<file path="config.mk">
export PLATFORM = sky130hd
export DESIGN_NAME = stepper_half_step_driver_core_flat
export DESIGN_NICKNAME = d
export VERILOG_FILES = /design/src/rtl/shdrv_pkg.sv /design/src/rtl/shdrv_cmd_if.sv /design/src/rtl/shdrv_res_if.sv /design/src/rtl/shdrv_step_unit.sv /design/src/rtl/stepper_half_step_driver_core.sv /design/src/flat_wrapper.sv
export VERILOG_INCLUDE_DIRS = /design/src /design/src/rtl
export SDC_FILE = /design/constraint.sdc
export NUM_CORES = 1
export LEC_CHECK = 0
export ABC_CLOCK_PERIOD_IN_PS = 6950
export BUFFER_PORTS_ARGS = -buffer_cell sky130_fd_sc_hd__buf_2
export CORE_MARGIN = 2
export CORE_UTILIZATION = 32
export CTS_BUF_LIST = sky130_fd_sc_hd__clkbuf_8 sky130_fd_sc_hd__clkbuf_16
export DETAILED_ROUTE_END_ITERATION = 16
export GPL_ROUTABILITY_DRIVEN = 0
export PLACE_DENSITY_LB_ADDON = 0.05
export SLEW_MARGIN = 30
export SYNTH_ARGS = -nofsm -noshare
export SYNTH_HDL_FRONTEND = slang
export SYNTH_SLANG_ARGS = --single-unit
</file>
<file path="constraint.sdc">
create_clock -name clk_i -period 6.95 [get_ports clk_i]
set_input_delay 0.695 -clock clk_i [delete_from_list [all_inputs] [get_ports clk_i]]
set_output_delay 0.695 -clock clk_i [all_outputs]
set_load 0.02 [all_outputs]
</file>
<file path="src/rtl/assert_macros.svh">
//------------------------------------------------------------------------------
// Assertion macros
// Shared concurrent assertion shorthands, clocked on clk_i and disabled in reset.
//------------------------------------------------------------------------------
`ifndef ASSERT_MACROS_SVH
`define ASSERT_MACROS_SVH

// Antecedent and consequent in the same cycle.
`define SHD_ASSERT_NOW(lbl, ante, cons, msg) \
  lbl: assert property (@(posedge clk_i) disable iff (!rst_ni) (ante) |-> (cons)) \
    else $error(msg);

// Consequent in the cycle after the antecedent.
`define SHD_ASSERT_NEXT(lbl, ante, cons, msg) \
  lbl: assert property (@(posedge clk_i) disable iff (!rst_ni) (ante) |=> (cons)) \
    else $error(msg);

`endif

</file>
<file path="src/rtl/shdrv_pkg.sv">
//------------------------------------------------------------------------------
// Half-step driver package
// Opcodes, register indexes, reset values and the half-step coil pattern.
//------------------------------------------------------------------------------
`default_nettype none

package shdrv_pkg;

  localparam int unsigned STEP_COUNT_BITS_DEF = 16;
  localparam int unsigned POSITION_BITS_DEF   = 16;

  localparam int unsigned OPCODE_W  = 3;
  localparam int unsigned FIELD_W   = 16;
  localparam int unsigned COILS_W   = 4;
  localparam int unsigned PHASE_W   = 3;
  localparam int unsigned CFG_IDX_W = 1;

  localparam logic [FIELD_W-1:0] STEP_PERIOD_RST = 16'd800;
  localparam logic [FIELD_W-1:0] POS_MODULUS_RST = 16'd4096;

  typedef enum logic [OPCODE_W-1:0] {
    OP_TICK    = 3'd0,
    OP_LOAD    = 3'd1,
    OP_CANCEL  = 3'd2,
    OP_RELEASE = 3'd3,
    OP_ZERO    = 3'd4
  } opcode_e;

  typedef enum logic [CFG_IDX_W-1:0] {
    CFG_STEP_PERIOD = 1'd0,
    CFG_POS_MODULUS = 1'd1
  } cfg_idx_e;

  typedef struct packed {
    logic step_taken;
    logic step_fwd;
  } step_flags_t;

  typedef struct packed {
    logic [COILS_W-1:0] coils;
    logic [FIELD_W-1:0] position;
    logic [FIELD_W-1:0] steps_left;
    logic               idle;
    logic               stepped;
  } result_t;

  function automatic logic [COILS_W-1:0] half_step_coils(input logic [PHASE_W-1:0] phase);
    logic [COILS_W-1:0] pattern;
    unique case (phase)
      3'd0:    pattern = 4'h1;
      3'd1:    pattern = 4'h3;
      3'd2:    pattern = 4'h2;
      3'd3:    pattern = 4'h6;
      3'd4:    pattern = 4'h4;
      3'd5:    pattern = 4'hC;
      3'd6:    pattern = 4'h8;
      default: pattern = 4'h9;
    endcase
    return pattern;
  endfunction

endpackage

`default_nettype wire

</file>
<file path="src/rtl/shdrv_cmd_if.sv">
//------------------------------------------------------------------------------
// Command channel
// Valid/ready channel carrying one command transaction.
//------------------------------------------------------------------------------
`default_nettype none

interface shdrv_cmd_if;
  logic        valid;
  logic        ready;
  logic [2:0]  opcode;
  logic [15:0] step_count;

  modport source (output valid, output opcode, output step_count, input ready);
  modport sink   (input valid, input opcode, input step_count, output ready);
endinterface

`default_nettype wire

</file>
<file path="src/rtl/shdrv_res_if.sv">
//------------------------------------------------------------------------------
// Result channel
// Valid/ready channel carrying one result transaction.
//------------------------------------------------------------------------------
`default_nettype none

interface shdrv_res_if;
  logic        valid;
  logic        ready;
  logic [3:0]  coils;
  logic [15:0] position;
  logic [15:0] steps_left;
  logic        idle;
  logic        stepped;

  modport source (output valid, output coils, output position, output steps_left,
                  output idle, output stepped, input ready);
  modport sink   (input valid, input coils, input position, input steps_left,
                  input idle, input stepped, output ready);
endinterface

`default_nettype wire

</file>
<file path="src/rtl/shdrv_step_unit.sv">
//------------------------------------------------------------------------------
// Half-step update unit
// Next-state logic for one command: tick timing, stepping, position wrap, load, cancel, release and zero.
//------------------------------------------------------------------------------
`default_nettype none

module shdrv_step_unit
  import shdrv_pkg::*;
#(
  parameter int unsigned STEP_COUNT_BITS = STEP_COUNT_BITS_DEF,
  parameter int unsigned POSITION_BITS   = POSITION_BITS_DEF
) (
  input  wire logic [OPCODE_W-1:0]        opcode_i,
  input  wire logic signed [FIELD_W-1:0]  step_count_i,
  input  wire logic [FIELD_W-1:0]         period_i,
  input  wire logic [FIELD_W-1:0]         modulus_i,
  input  wire logic [PHASE_W-1:0]         phase_i,
  input  wire logic [COILS_W-1:0]         coils_i,
  input  wire logic [POSITION_BITS-1:0]   pos_i,
  input  wire logic signed [STEP_COUNT_BITS-1:0] rem_i,
  input  wire logic [FIELD_W-1:0]         ticks_i,
  output logic [PHASE_W-1:0]              phase_o,
  output logic [COILS_W-1:0]              coils_o,
  output logic [POSITION_BITS-1:0]        pos_o,
  output logic signed [STEP_COUNT_BITS-1:0] rem_o,
  output logic [FIELD_W-1:0]              ticks_o,
  output step_flags_t                     flags_o
);

  localparam int unsigned CW = (STEP_COUNT_BITS > FIELD_W) ? STEP_COUNT_BITS : FIELD_W;
  localparam int unsigned PW = ((POSITION_BITS > FIELD_W) ? POSITION_BITS : FIELD_W) + 1;
  localparam logic signed [CW-1:0] SAT_HI = CW'((64'sd1 <<< (STEP_COUNT_BITS - 1)) - 64'sd1);
  localparam logic signed [CW-1:0] SAT_LO = -SAT_HI - CW'(1);

  logic [FIELD_W-1:0]        ticks_inc;
  logic                      step_now;
  logic                      fwd;
  logic [PW-1:0]             pos_ext;
  logic [PW-1:0]             pos_inc;
  logic [PW-1:0]             mod_ext;
  logic [PW-1:0]             pos_step;
  logic signed [CW-1:0]      count_ext;
  logic signed [CW-1:0]      count_sat;
  logic [PHASE_W-1:0]        phase_step;

  always_comb begin
    ticks_inc = (ticks_i < period_i) ? ticks_i + FIELD_W'(1) : ticks_i;
    step_now  = (rem_i != '0) && (ticks_inc >= period_i);
    fwd       = (rem_i > 0);

    pos_ext = PW'(pos_i);
    pos_inc = pos_ext + PW'(1);
    mod_ext = (modulus_i == '0) ? PW'(1) : PW'(modulus_i);
    if (fwd) begin
      pos_step = (pos_inc >= mod_ext) ? '0 : pos_inc;
    end else begin
      pos_step = ((pos_ext == '0) || (pos_ext > mod_ext)) ? mod_ext - PW'(1)
                                                          : pos_ext - PW'(1);
    end
    phase_step = fwd ? phase_i + PHASE_W'(1) : phase_i - PHASE_W'(1);

    count_ext = CW'(step_count_i);
    if (count_ext > SAT_HI) begin
      count_sat = SAT_HI;
    end else if (count_ext < SAT_LO) begin
      count_sat = SAT_LO;
    end else begin
      count_sat = count_ext;
    end

    phase_o = phase_i;
    coils_o = coils_i;
    pos_o   = pos_i;
    rem_o   = rem_i;
    ticks_o = ticks_i;
    flags_o = '0;

    unique case (opcode_e'(opcode_i))
      OP_TICK: begin
        ticks_o = ticks_inc;
        if (step_now) begin
          phase_o = phase_step;
          coils_o = half_step_coils(phase_step);
          pos_o   = pos_step[POSITION_BITS-1:0];
          rem_o   = fwd ? rem_i - STEP_COUNT_BITS'(1) : rem_i + STEP_COUNT_BITS'(1);
          ticks_o = '0;
          flags_o.step_taken = 1'b1;
          flags_o.step_fwd   = fwd;
        end
      end
      OP_LOAD: begin
        rem_o = count_sat[STEP_COUNT_BITS-1:0];
      end
      OP_CANCEL: begin
        rem_o = '0;
      end
      OP_RELEASE: begin
        coils_o = '0;
      end
      OP_ZERO: begin
        pos_o = '0;
      end
      default: begin
      end
    endcase
  end

endmodule

`default_nettype wire

</file>
<file path="src/rtl/stepper_half_step_driver_core.sv">
//------------------------------------------------------------------------------
// Stepper half-step driver core
// Four-coil half-step sequencer with step timing and wrapping position count.
//------------------------------------------------------------------------------
// Each command transaction yields exactly one result transaction, in the cycle
// after acceptance. The state is updated in the cycle a command is accepted and
// the result is held in an output register, so one command is taken every clock
// cycle while the result side keeps up; a stalled result holds off only the next
// command. Tick commands are timed in microseconds by the caller. Configuration
// writes are meant for idle periods and take effect from the next command.
`default_nettype none

module stepper_half_step_driver_core
  import shdrv_pkg::*;
#(
  parameter int unsigned STEP_COUNT_BITS = STEP_COUNT_BITS_DEF,
  parameter int unsigned POSITION_BITS   = POSITION_BITS_DEF
) (
  input  wire logic                 clk_i,
  input  wire logic                 rst_ni,
  input  wire logic                 cfg_we_i,
  input  wire logic [CFG_IDX_W-1:0] cfg_idx_i,
  input  wire logic [FIELD_W-1:0]   cfg_data_i,
  shdrv_cmd_if.sink                 cmd_i,
  shdrv_res_if.source               res_o
);

  `include "assert_macros.svh"

  localparam int unsigned CW = (STEP_COUNT_BITS > FIELD_W) ? STEP_COUNT_BITS : FIELD_W;
  localparam int unsigned PW = (POSITION_BITS > FIELD_W) ? POSITION_BITS : FIELD_W;

  logic [FIELD_W-1:0]                 period_q;
  logic [FIELD_W-1:0]                 modulus_q;
  logic [PHASE_W-1:0]                 phase_q, phase_d;
  logic [COILS_W-1:0]                 coils_q, coils_d;
  logic [POSITION_BITS-1:0]           pos_q, pos_d;
  logic signed [STEP_COUNT_BITS-1:0]  rem_q, rem_d;
  logic [FIELD_W-1:0]                 ticks_q, ticks_d;
  step_flags_t                        flags;
  logic                               out_valid_q;
  result_t                            res_q, res_d;
  logic                               cmd_acc;
  logic signed [CW-1:0]               rem_ext;
  logic [PW-1:0]                      pos_ext;
  logic                               step_acc;
  logic                               res_stepped;
  logic [PHASE_W-1:0]                 phase_exp;

  assign cmd_i.ready = !out_valid_q || res_o.ready;
  assign cmd_acc     = cmd_i.valid && cmd_i.ready;

  shdrv_step_unit #(
    .STEP_COUNT_BITS (STEP_COUNT_BITS),
    .POSITION_BITS   (POSITION_BITS)
  ) u_step (
    .opcode_i     (cmd_i.opcode),
    .step_count_i (cmd_i.step_count),
    .period_i     (period_q),
    .modulus_i    (modulus_q),
    .phase_i      (phase_q),
    .coils_i      (coils_q),
    .pos_i        (pos_q),
    .rem_i        (rem_q),
    .ticks_i      (ticks_q),
    .phase_o      (phase_d),
    .coils_o      (coils_d),
    .pos_o        (pos_d),
    .rem_o        (rem_d),
    .ticks_o      (ticks_d),
    .flags_o      (flags)
  );

  always_comb begin
    rem_ext          = CW'(rem_d);
    pos_ext          = PW'(pos_d);
    res_d.coils      = coils_d;
    res_d.position   = pos_ext[FIELD_W-1:0];
    res_d.steps_left = rem_ext[FIELD_W-1:0];
    res_d.idle       = (rem_d == '0);
    res_d.stepped    = flags.step_taken;
  end

  always_ff @(posedge clk_i or negedge rst_ni) begin
    if (!rst_ni) begin
      period_q  <= STEP_PERIOD_RST;
      modulus_q <= POS_MODULUS_RST;
    end else if (cfg_we_i) begin
      unique case (cfg_idx_e'(cfg_idx_i))
        CFG_STEP_PERIOD: period_q  <= cfg_data_i;
        CFG_POS_MODULUS: modulus_q <= cfg_data_i;
        default: begin
        end
      endcase
    end
  end

  always_ff @(posedge clk_i or negedge rst_ni) begin
    if (!rst_ni) begin
      phase_q <= '0;
      coils_q <= '0;
      pos_q   <= '0;
      rem_q   <= '0;
      ticks_q <= '0;
    end else if (cmd_acc) begin
      phase_q <= phase_d;
      coils_q <= coils_d;
      pos_q   <= pos_d;
      rem_q   <= rem_d;
      ticks_q <= ticks_d;
    end
  end

  always_ff @(posedge clk_i or negedge rst_ni) begin
    if (!rst_ni) begin
      out_valid_q <= 1'b0;
    end else if (cmd_i.ready) begin
      out_valid_q <= cmd_i.valid;
    end
  end

  always_ff @(posedge clk_i) begin
    if (cmd_acc) begin
      res_q <= res_d;
    end
  end

  assign res_o.valid      = out_valid_q;
  assign res_o.coils      = res_q.coils;
  assign res_o.position   = res_q.position;
  assign res_o.steps_left = res_q.steps_left;
  assign res_o.idle       = res_q.idle;
  assign res_o.stepped    = res_q.stepped;

  assign step_acc    = cmd_acc && flags.step_taken;
  assign res_stepped = out_valid_q && res_q.stepped;
  assign phase_exp   = flags.step_fwd ? phase_q + PHASE_W'(1) : phase_q - PHASE_W'(1);

  `SHD_ASSERT_NEXT(a_no_step_when_done, cmd_acc && rem_q == '0, !res_q.stepped, "step while idle")
  `SHD_ASSERT_NEXT(a_phase_moves_by_one, step_acc, phase_q == $past(phase_exp), "phase jump")
  `SHD_ASSERT_NOW(a_stepped_drives_coils, res_stepped, res_q.coils != '0, "coils off")
  `SHD_ASSERT_NEXT(a_step_clears_ticks, step_acc, ticks_q == '0, "ticks not cleared")

endmodule

`default_nettype wire

</file>
<file path="src/flat_wrapper.sv">
// flat-port wrapper written by rule: the top's interface ports become plain ports
module stepper_half_step_driver_core_flat import shdrv_pkg::*;
#(
  parameter int unsigned STEP_COUNT_BITS = STEP_COUNT_BITS_DEF,
  parameter int unsigned POSITION_BITS   = POSITION_BITS_DEF
)
  (clk_i, rst_ni, cfg_we_i, cfg_idx_i, cfg_data_i, cmd_i_valid, cmd_i_opcode, cmd_i_step_count, cmd_i_ready, res_o_valid, res_o_coils, res_o_position, res_o_steps_left, res_o_idle, res_o_stepped, res_o_ready);
  shdrv_cmd_if cmd_i_i ();
  shdrv_res_if res_o_i ();
  input  wire logic clk_i;
  input  wire logic rst_ni;
  input  wire logic cfg_we_i;
  input  wire logic [CFG_IDX_W-1:0] cfg_idx_i;
  input  wire logic [FIELD_W-1:0] cfg_data_i;
  input wire logic [$bits(cmd_i_i.valid)-1:0] cmd_i_valid;
  input wire logic [$bits(cmd_i_i.opcode)-1:0] cmd_i_opcode;
  input wire logic [$bits(cmd_i_i.step_count)-1:0] cmd_i_step_count;
  output wire logic [$bits(cmd_i_i.ready)-1:0] cmd_i_ready;
  output wire logic [$bits(res_o_i.valid)-1:0] res_o_valid;
  output wire logic [$bits(res_o_i.coils)-1:0] res_o_coils;
  output wire logic [$bits(res_o_i.position)-1:0] res_o_position;
  output wire logic [$bits(res_o_i.steps_left)-1:0] res_o_steps_left;
  output wire logic [$bits(res_o_i.idle)-1:0] res_o_idle;
  output wire logic [$bits(res_o_i.stepped)-1:0] res_o_stepped;
  input wire logic [$bits(res_o_i.ready)-1:0] res_o_ready;
  assign cmd_i_i.valid = cmd_i_valid;
  assign cmd_i_i.opcode = cmd_i_opcode;
  assign cmd_i_i.step_count = cmd_i_step_count;
  assign cmd_i_ready = cmd_i_i.ready;
  assign res_o_valid = res_o_i.valid;
  assign res_o_coils = res_o_i.coils;
  assign res_o_position = res_o_i.position;
  assign res_o_steps_left = res_o_i.steps_left;
  assign res_o_idle = res_o_i.idle;
  assign res_o_stepped = res_o_i.stepped;
  assign res_o_i.ready = res_o_ready;
  stepper_half_step_driver_core #(.STEP_COUNT_BITS(STEP_COUNT_BITS), .POSITION_BITS(POSITION_BITS)) u_core (.clk_i(clk_i), .rst_ni(rst_ni), .cfg_we_i(cfg_we_i), .cfg_idx_i(cfg_idx_i), .cfg_data_i(cfg_data_i), .cmd_i(cmd_i_i), .res_o(res_o_i));
endmodule
</file>
==> metrics.cfg <==
[global_routing]
grt_max_degree=65
track_usage_pct=19.9
antenna_found_initial=0
grt_pass1_vias=7757
grt_pass1_wl_mm=46.5
grt_overflow=0

[outcome]
status=finished clean

[clock_tree]
ctsResizeCount=0
holdBufCountCts=0
root_buffer=clkbuf_16
cts.sinks=126
tritoncts=built
cts-buffers-inserted=17
clock_path_buffers=2
cts_setup_buffers=0
h-tree-depth=4
clk_pin_slew_ns=0.07
clock_latency_ns=0.43

[yosys]
async_reset_ff_share_pct=69.8
ys_seq_elements=126
dominantRegCellSynth=dfrtp_1
avgSynthCellArea_sq_um=8.97
syn_area_sq_um=9240
synth_edf_count=38
ys_types=72
yosys_warnings=0
ys_seq_area_share_pct=36.2
syn_inst=1030
syn_nets=1159

[floorplan]
core_sq_um=28500
die_y_um=174
fp.dieArea_sq_um=30300
start_util_pct=32.4
rows=62
die_w_um=174
ioPinCount=81

[worst_setup_path]
crit_required_ns=7.21
start_kind=flip-flop
worst-r2r-cell-count=23
critPathMaxStageDelay_ns=0.51
crit_fanout=15
arrival_ns=6.00
path_cells=inv_1 > ha_1 > a21o_1 > a21o_1 > a21oi_1 > o21ai_0 > a21oi_1 > buf_4 > nand2_1 > nor2_1 > xor2_1 > ha_1 > a2111oi_0 > nor3_1 > a211o_1 > and3_1 > nand2_4 > inv_2 > a222oi_1 > inv_1 > nor4_1 > nand4_1 > nor4_2
crit_type=flip-flop to flip-flop
cp-end-kind=flip-flop
slowest_stage=dfstp_2

[timing]
setup_viol=0
relSlewSlack_pct=44.3
setup_ws_ns=1.21
max_freq_ghz=0.174
skew_ns=0.0106
period_share_pct=82.6
min_period_ns=5.74
tns_ns=0
hold_viol=0
max_slew.worst_pin.slew_ns=0.833
timing.final.max_slew_violations=0
rsz0062_at_grt=false

[hold_path]
holdCritPathClass=input port to asynchronous set/reset pin

[route]
vias_per_cell=5.38
antenna_left=0
drt_pre_antenna_iters=7
first_iter_violations=671
wirelength_mm=29.9
wire_per_inst_um=20.0
num_vias=8012
drc_errors=0

[power_and_ir_drop]
ir_worst_vdd_mv=0.138
power_mw=3.81
cellLeakagePower_nw=4.74
p_per_area_nw_per_um2=358

[place]
numPortBuffers=80
place.detailed.hpwl_mm=22.4
dp_slack_ns=1.26

[final_layout]
drive_above_1_share_pct=15.5
fillCellCount=3007
area_growth_pct=15.3
diodes=0
nNetsFinal=1222

[job]
cap_violations=0

state kept, by name, indices dropped and copies added (netlist names):
| name | count |
|---|---|
| u_core.modulus_q | 16 |
| u_core.phase_q | 3 |
| u_core.rem_q | 16 |
| u_core.res_o.position | 16 |
| u_core.res_o.stepped | 1 |
| u_core.res_o.valid | 1 |
| u_core.ticks_q | 16 |
| u_core.period_q | 16 |
| u_core.res_o.idle | 1 |
| u_core.pos_q | 16 |
| u_core.coils_q | 4 |
| u_core.res_o.steps_left | 16 |
| u_core.res_o.coils | 4 |
final cells by class:
| cell class | count | area (sq um) | area share, % |
|---|---|---|---|
| flip-flops and latches | 126 | 3350 | 31.4 |
| clock buffers | 17 | 425 | 3.99 |
| clock inverters | 15 | 195 | 1.83 |
| well taps | 384 | 480 | 4.51 |
| inverters | 60 | 225 | 2.11 |
| multi-input cells | 795 | 5480 | 51.4 |
| repair buffers | 93 | 504 | 4.73 |
worst max-delay path: cells and delay by family, from the launching register on:
family                   cells  cell delay (ns)
AO/OA/AOI/OAI                8             1.93
AND/OR/NAND/NOR              8             1.81
buffers and inverters        4             0.59
adder cells (fa/ha/maj)      2             0.57
flip-flops                   1             0.51
XOR/XNOR                     1             0.16
power by group:
part | internal [mW] | leakage [nW] | switching (mW)
sequential | 0.906 | 1.48 | 0.163
clock | 0.600 | 0.300 | 0.385
combinational | 0.690 | 2.95 | 1.07
total | 2.20 | 4.74 | 1.62
path summary, 6_finish.rpt:
kind | start | endpoint | slack [ns]
max in group asynchronous | rst_ni | u_core.period_q[10] | 5.78
max reg2reg | u_core.period_q[9] | u_core.res_o.idle | 1.21
max | u_core.period_q[9] | u_core.res_o.idle | 1.21
min | rst_ni | u_core.rem_q[0] | 0.17
min in group clk_i | cmd_i_valid | u_core.res_o.valid | 0.48
min reg2reg | u_core.phase_q[2] | u_core.phase_q[2] | 0.50
metrics by stage:
step           hold slack, ns  util (%)  std cells  cell area (sq um)
6_report                0.174      37.3       1490              10700
3_5_place_dp            0.490      35.1       1458              10000
2_1_floorplan           0.399         -       1030               9240
5_1_grt                 0.183      37.3       1490              10700
4_1_cts                 0.177      37.3       1490              10700
3_3_place_gp            0.483      35.1       1458              10000
Yosys cell counts, drive strengths merged (5+ instances only):
library cell    n  area share [%]
nand2         125             5.2
a222oi          6            0.65
o21a            7            0.57
nand4          14            0.95
inv            60             2.4
mux2           27             3.3
nor2b           6            0.41
a31oi          12            0.81
a221o           5            0.54
dfrtp          84              23
edfxtp         38              12
o21bai          6            0.49
nand3          29             1.6
nor3           30             1.6
a21o           18             1.5
mux2i           5            0.54
o41ai           9            0.85
and2            5            0.34
o31ai           7            0.57
a21oi          53             2.9
xor2           18             1.7
and3           13            0.88
a211o           5            0.47
xnor2          38             3.6
o221ai          9            0.85
a211oi          9            0.73
clkbuf         40             1.6
buf             9            0.62
ha             86              12
a22oi          12             1.0
a32oi           5            0.47
o21ai          89             4.8
o211ai         10            0.81
nor2           59             2.4
nand2b          9            0.61
or2             6            0.41
nor4           19             1.6
a41oi           5            0.47
per-layer routing:
layer	vias to the layer above	global-route usage, %	wire (um)
met4	0	4.62	362
li1	3939	-	-
met5	-	0	0
met1	3843	28.7	14700
met2	208	31.5	13600
met3	22	3.08	1200
kinds of logic after synthesis:
family	after synthesis	synth area share, %
compound gates	290	20.7
xor+xnor	56	5.31
fa+ha+maj	88	12.1
buf+inv	109	4.70
flops	126	36.2
mux	32	3.83
simple gates	329	17.1
cell usage in the layout (no fill, tap or decap), types with 12 or more instances in the layout:
cell type	count
a21o_1	18
a21oi_1	53
a31oi_1	12
and3_1	13
buf_2	79
buf_4	13
clkbuf_16	17
dfrtp_1	84
edfxtp_1	38
ha_1	86
inv_1	58
mux2_2	27
nand2_1	124
nand3_1	29
nand4_1	14
nor2_1	58
nor3_1	29
nor4_1	16
o21ai_0	84
xnor2_1	38
xor2_1	18
Note: power is estimated with default switching activity, not from simulation.
